**src/hw/rtl/pca_pkg.sv**
```systemverilog
// pca_pkg: shared types and constants for the palette colour allocator.
// Used by pca_cell and palette_colour_allocator; no dependencies.
package pca_pkg;
  localparam int PAL_DEPTH = 256;
  localparam int IDX_W     = $clog2(PAL_DEPTH);
  localparam int CNT_W     = IDX_W + 1;
  localparam int CHAN_W    = 16;
  localparam int DIST_W    = 18;
  localparam int PADDR_W   = 3;

  localparam logic [PADDR_W-1:0] ADDR_NUM_COLOURS = 3'd0;
  localparam logic [CNT_W-1:0]   NUM_COLOURS_RST  = CNT_W'(PAL_DEPTH);

  localparam logic [1:0] OUT_EXACT = 2'd0;
  localparam logic [1:0] OUT_FREE  = 2'd1;
  localparam logic [1:0] OUT_NEAR  = 2'd2;

  typedef logic [IDX_W-1:0]  idx_t;
  typedef logic [DIST_W-1:0] dist_t;

  typedef struct packed {
    logic [CHAN_W-1:0] r;
    logic [CHAN_W-1:0] g;
    logic [CHAN_W-1:0] b;
  } rgb_t;

  typedef struct packed {
    logic  valid;
    rgb_t  req;
    logic  hit_ok;
    idx_t  hit_idx;
    logic  free_ok;
    idx_t  free_idx;
    dist_t free_dist;
    logic  all_ok;
    idx_t  all_idx;
    dist_t all_dist;
    rgb_t  all_col;
  } tok_t;

  typedef struct packed {
    logic wr_en;
    logic set_en;
    idx_t wr_idx;
    idx_t set_idx;
    rgb_t col;
  } wr_t;

  typedef enum logic [1:0] {
    ST_IDLE,
    ST_SCAN,
    ST_FINISH
  } state_t;
endpackage

```
**src/hw/rtl/pca_cell.sv**
```systemverilog
// pca_cell: one palette entry (colour and allocated flag) and one stage of the
// search word chain. Depends on pca_pkg.
module pca_cell
  import pca_pkg::*;
(
  input  logic clk,
  input  logic rst,
  input  idx_t cell_idx,
  input  logic in_use,
  input  logic flag_init,
  input  wr_t  wr,
  input  tok_t tok_in,
  output tok_t tok_out
);
  rgb_t col;
  logic flag;
  tok_t tok_next;
  logic valid_q;
  tok_t tok_q;

  logic [CHAN_W-1:0] mr, mg, mb;
  logic [7:0] qr, qg, qb;
  logic [15:0] sr, sg, sb;
  dist_t sq_dist;
  logic active, match;

  always_comb begin
    mr = (col.r >= tok_in.req.r) ? col.r - tok_in.req.r : tok_in.req.r - col.r;
    mg = (col.g >= tok_in.req.g) ? col.g - tok_in.req.g : tok_in.req.g - col.g;
    mb = (col.b >= tok_in.req.b) ? col.b - tok_in.req.b : tok_in.req.b - col.b;
    qr = mr[15:8];
    qg = mg[15:8];
    qb = mb[15:8];
    sr = 16'(qr * qr);
    sg = 16'(qg * qg);
    sb = 16'(qb * qb);
    sq_dist = DIST_W'(sr) + DIST_W'(sg) + DIST_W'(sb);
    active = tok_in.valid & in_use;
    match = (col == tok_in.req);
    tok_next = tok_in;
    if (active && match) begin
      tok_next.hit_ok  = 1'b1;
      tok_next.hit_idx = cell_idx;
    end
    if (active && !flag && (!tok_in.free_ok || sq_dist < tok_in.free_dist)) begin
      tok_next.free_ok   = 1'b1;
      tok_next.free_idx  = cell_idx;
      tok_next.free_dist = sq_dist;
    end
    if (active && (!tok_in.all_ok || sq_dist < tok_in.all_dist)) begin
      tok_next.all_ok   = 1'b1;
      tok_next.all_idx  = cell_idx;
      tok_next.all_dist = sq_dist;
      tok_next.all_col  = col;
    end
  end

  always_ff @(posedge clk) begin
    if (wr.wr_en && wr.wr_idx == cell_idx) begin
      col <= wr.col;
    end
    tok_q <= tok_next;
  end

  always_ff @(posedge clk) begin
    if (rst) begin
      flag    <= flag_init;
      valid_q <= 1'b0;
    end else begin
      if (wr.set_en && wr.set_idx == cell_idx) begin
        flag <= 1'b1;
      end
      valid_q <= tok_in.valid;
    end
  end

  always_comb begin
    tok_out = tok_q;
    tok_out.valid = valid_q;
  end
endmodule

```
**config.mk**
```make
export PLATFORM = sky130hd
export DESIGN_NAME = pca_cell
export DESIGN_NICKNAME = d
export VERILOG_FILES = /design/src/hw/rtl/pca_pkg.sv /design/src/hw/rtl/pca_cell.sv
export SDC_FILE = /design/constraint.sdc
export NUM_CORES = 1
export LEC_CHECK = 0
export ABC_AREA = 0
export BUFFER_PORTS_ARGS = -buffer_cell sky130_fd_sc_hd__buf_2
export CAP_MARGIN = 30
export CORE_MARGIN = 3
export CORE_UTILIZATION = 55
export CTS_BUF_LIST = sky130_fd_sc_hd__clkbuf_8
export DETAILED_ROUTE_END_ITERATION = 7
export PLACE_DENSITY = 0.82
export SYNTH_ARGS = -nofsm -noshare
export SYNTH_HDL_FRONTEND = slang
export SYNTH_SLANG_ARGS = --single-unit
```
**constraint.sdc**
```tcl
create_clock -name clk -period 20.4 [get_ports clk]
set_input_delay 1.02 -clock clk [delete_from_list [all_inputs] [get_ports clk]]
set_output_delay 1.02 -clock clk [all_outputs]
set_load 0.01 [all_outputs]
```
==> summary.txt <==
Status
  – Status: completed

Setup path
  – WP data arrival: between 10 and 15 ns
  – CP most frequent cell: fa_1
  – CP Class: in2reg
  – Reg-to-reg endpoint: tok_out[10]$_DFF_P_
  – CP peak stage delay: 0.54 ns
  – CP endpoint kind: flip-flop
  – R2R Path Start: col[41]$_DFFE_PP_
  – Worst EP required: 20.82 ns
  – CP max FO: 41
  – Critical path's slowest cell: fa_1
  – Element type at the critical path start: input port
  – Worst Reg-to-Reg Cells: 37
  – Reg2reg setup slack: 8.69 ns

Cells and area
  – Multi-input gate area: between 9000 and 10,000 um^2
  – Register area: 4670 um^2
  – Diodes inserted: 0
  – Fill count: 2,178
  – Nets@finish: approximately 2,600
  – Fin cells: 2,428
  – Share of cells above drive strength 1: 28.4%
  – Syn-to-layout area delta: 19.7%

Synthesis
  – Top FF cell, synth: dfxtp_1
  – Most frequent cell after synthesis: inv_1
  – Synth Cell Area: 15,900 um^2
  – Mapped Cells: 1,606
  – Mean Syn Cell Area: 9.92 um^2
  – Syn Nets: 2,182
  – Sequential area share after synthesis: 29.3%
  – Yosys Warn Count: 0
  – Synth area leaders: dfxtp_1 (20%), fa_1 (17%), ha_1 (16%)
  – #FFs+latches synth: roughly 210
  – Area share of the largest cell type after synthesis: approximately a fifth
  – Dominant cell type by area after synthesis: dfxtp_1
  – Async S/R FF share, synth: 0%
  – Netlist cell types: roughly 70
  – Number of synthesized flops with an enable pin: 49
  – Top post-synthesis cells by count: inv_1 (342), ha_1 (206), dfxtp_1 (160)

Worst hold path
  – Hold Crit Start: col[16]$_DFFE_PP_
  – Worst hold-check path type: reg2reg
  – WHS Endpoint: tok_out[16]$_DFF_P_
  – Hold Path Stages: 1

Detailed routing
  – Via count: approximately 13,000
  – DR vias/cell: 5.24
  – Total Wirelength: 41.8 mm
  – DRT iter0 DRCs: 673
  – Routed len/inst: 17.2 um
  – Drt drc: 0
  – DRT Pass-1 Iters: 5
  – Antenna Nets Post-Route: 0

STA
  – Final Hold Fails: 0
  – Max Slew Vio Count: 0
  – Final number of setup-violating endpoints: 0
  – Clock skew: 0.0241 ns
  – Unrepaired setup endpoints after global routing: no
  – Final worst-path cycle share: 58.4%
  – Minimum clock period after layout: 11.91 ns
  – Relative slew margins: 32.6%
  – Worst hold slack: 0.539 ns
  – FMAX: about 84 MHz
  – Worst Tran Pin Value: about 1 ns
  – Setup TNS: 0 ns

Clock tree
  – Post-CTS Hold Fix Bufs: 0
  – # clock sinks: 209
  – Root Driver: clkbuf_8
  – Clock Latency Late Sink: 0.55 ns
  – TritonCTS clock tree: done
  – Post-CTS sizing: 0
  – Clk pin slew, worst setup/hold paths: 0.06 ns
  – Max Root-Sink Buffers: 3
  – Setup Buffers After CTS: 0
  – H-tree depth: 2
  – CTS buffer count: 35

Floorplanning
  – Die width: 176 um
  – Initial core utilization: 56.6%
  – Die Span Y: 176 um
  – Top-level I/O count: 398
  – Core area: 28,200 um^2
  – Num rows: slightly above 60
  – Area of the die: ~31,000 um^2

Global route
  – First-pass GRT wire length: about 67 mm
  – Grt total ovfl: 0
  – Vias in the first global route: between 10,000 and 15,000
  – GRT Overall Usage: 26.7%
  – Largest net degree at the start of global routing: 49
  – Initial antenna violation count: 0

Placement
  – Placed cells: 2,365
  – Final HPWL DP: 34.2 mm
  – Routability cong.: approximately 0.9
  – PortBufs: 397

Job
  – Maxcap violations: 0
worst max path at each step:
stage	endpoint	from	slack [ns]	cells after the start
2_1_floorplan	tok_out[66]$_DFF_P_	tok_in[151]	9.56	42
3_3_place_gp	tok_out[24]$_DFF_P_	tok_in[152]	7.46	38
3_5_place_dp	tok_out[26]$_DFF_P_	tok_in[152]	8.02	39
4_1_cts	tok_out[10]$_DFF_P_	tok_in[152]	8.55	39
5_1_grt	tok_out[10]$_DFF_P_	tok_in[152]	7.70	39
6_report	tok_out[10]$_DFF_P_	tok_in[152]	8.49	39
stage by stage:
stage                     util, %  area (um^2)  setup slack [ns]
after floorplan                 -        15900              9.56
after global placement       65.1        18300              7.46
after detailed placement     65.3        18400              8.02
after CTS                    67.8        19100              8.55
after global routing         67.8        19100              7.70
final                        67.8        19100              8.49
worst max-delay path, delay by kind of cell:
kind                       cells  cell delay (ns)
buffers and inverters          6             0.59
adders and majority gates     10             4.60
AOI/OAI and AO/OA             12             2.29
muxes                          2             0.77
and+or+nand+nor                7             2.22
xor gates and xnor gates       2             0.75
registers in the layout, indices dropped and copies added, names as in the netlist:
signal and count:
valid_q 1, col 48, tok_out 159, flag 1
routing by layer:
| layer | wire length, um | GRT usage, % |
|---|---|---|
| met4 | 1430 | 9.14 |
| met5 | 0 | 0 |
| met3 | 2700 | 5.14 |
| met2 | 21100 | 47.7 |
| met1 | 16600 | 32.3 |
cells in the final DEF (no fill, tap or decap), types with 10 or more instances in the layout:
master	count
clkbuf_8	44
nor2_1	91
nor3_1	15
buf_2	399
a21o_1	25
mux2_2	99
nand3_1	17
buf_4	10
or2_2	11
edfxtp_1	49
nand2b_1	22
xor2_1	27
fa_1	132
nand2_1	60
a21oi_1	61
dfxtp_1	160
and2_1	10
ha_1	206
o21ai_0	59
xnor2_1	30
nand4_1	14
inv_1	356
nor2b_1	19
cells by family after synthesis:
kind of cell    synth area share [%]
buf+inv                         8.84
fa+ha+maj                       32.8
simple gates                    9.29
compound gates                  9.02
flops                           29.3
mux                             7.43
xor+xnor                        3.34
layout make-up:
type                    instances  share of cell area (%)
multi-input cells            1026                    51.7
well taps                     378                    2.48
inverters                     342                    6.73
clock inverters                19                   0.439
repair buffers                410                    11.0
flip-flops and latches        209                    24.5
clock buffers                  44                    3.17
Power is left out: the tool's default activity adds up to more than one toggle a clock period on the data nets, which glitch-free logic cannot reach.
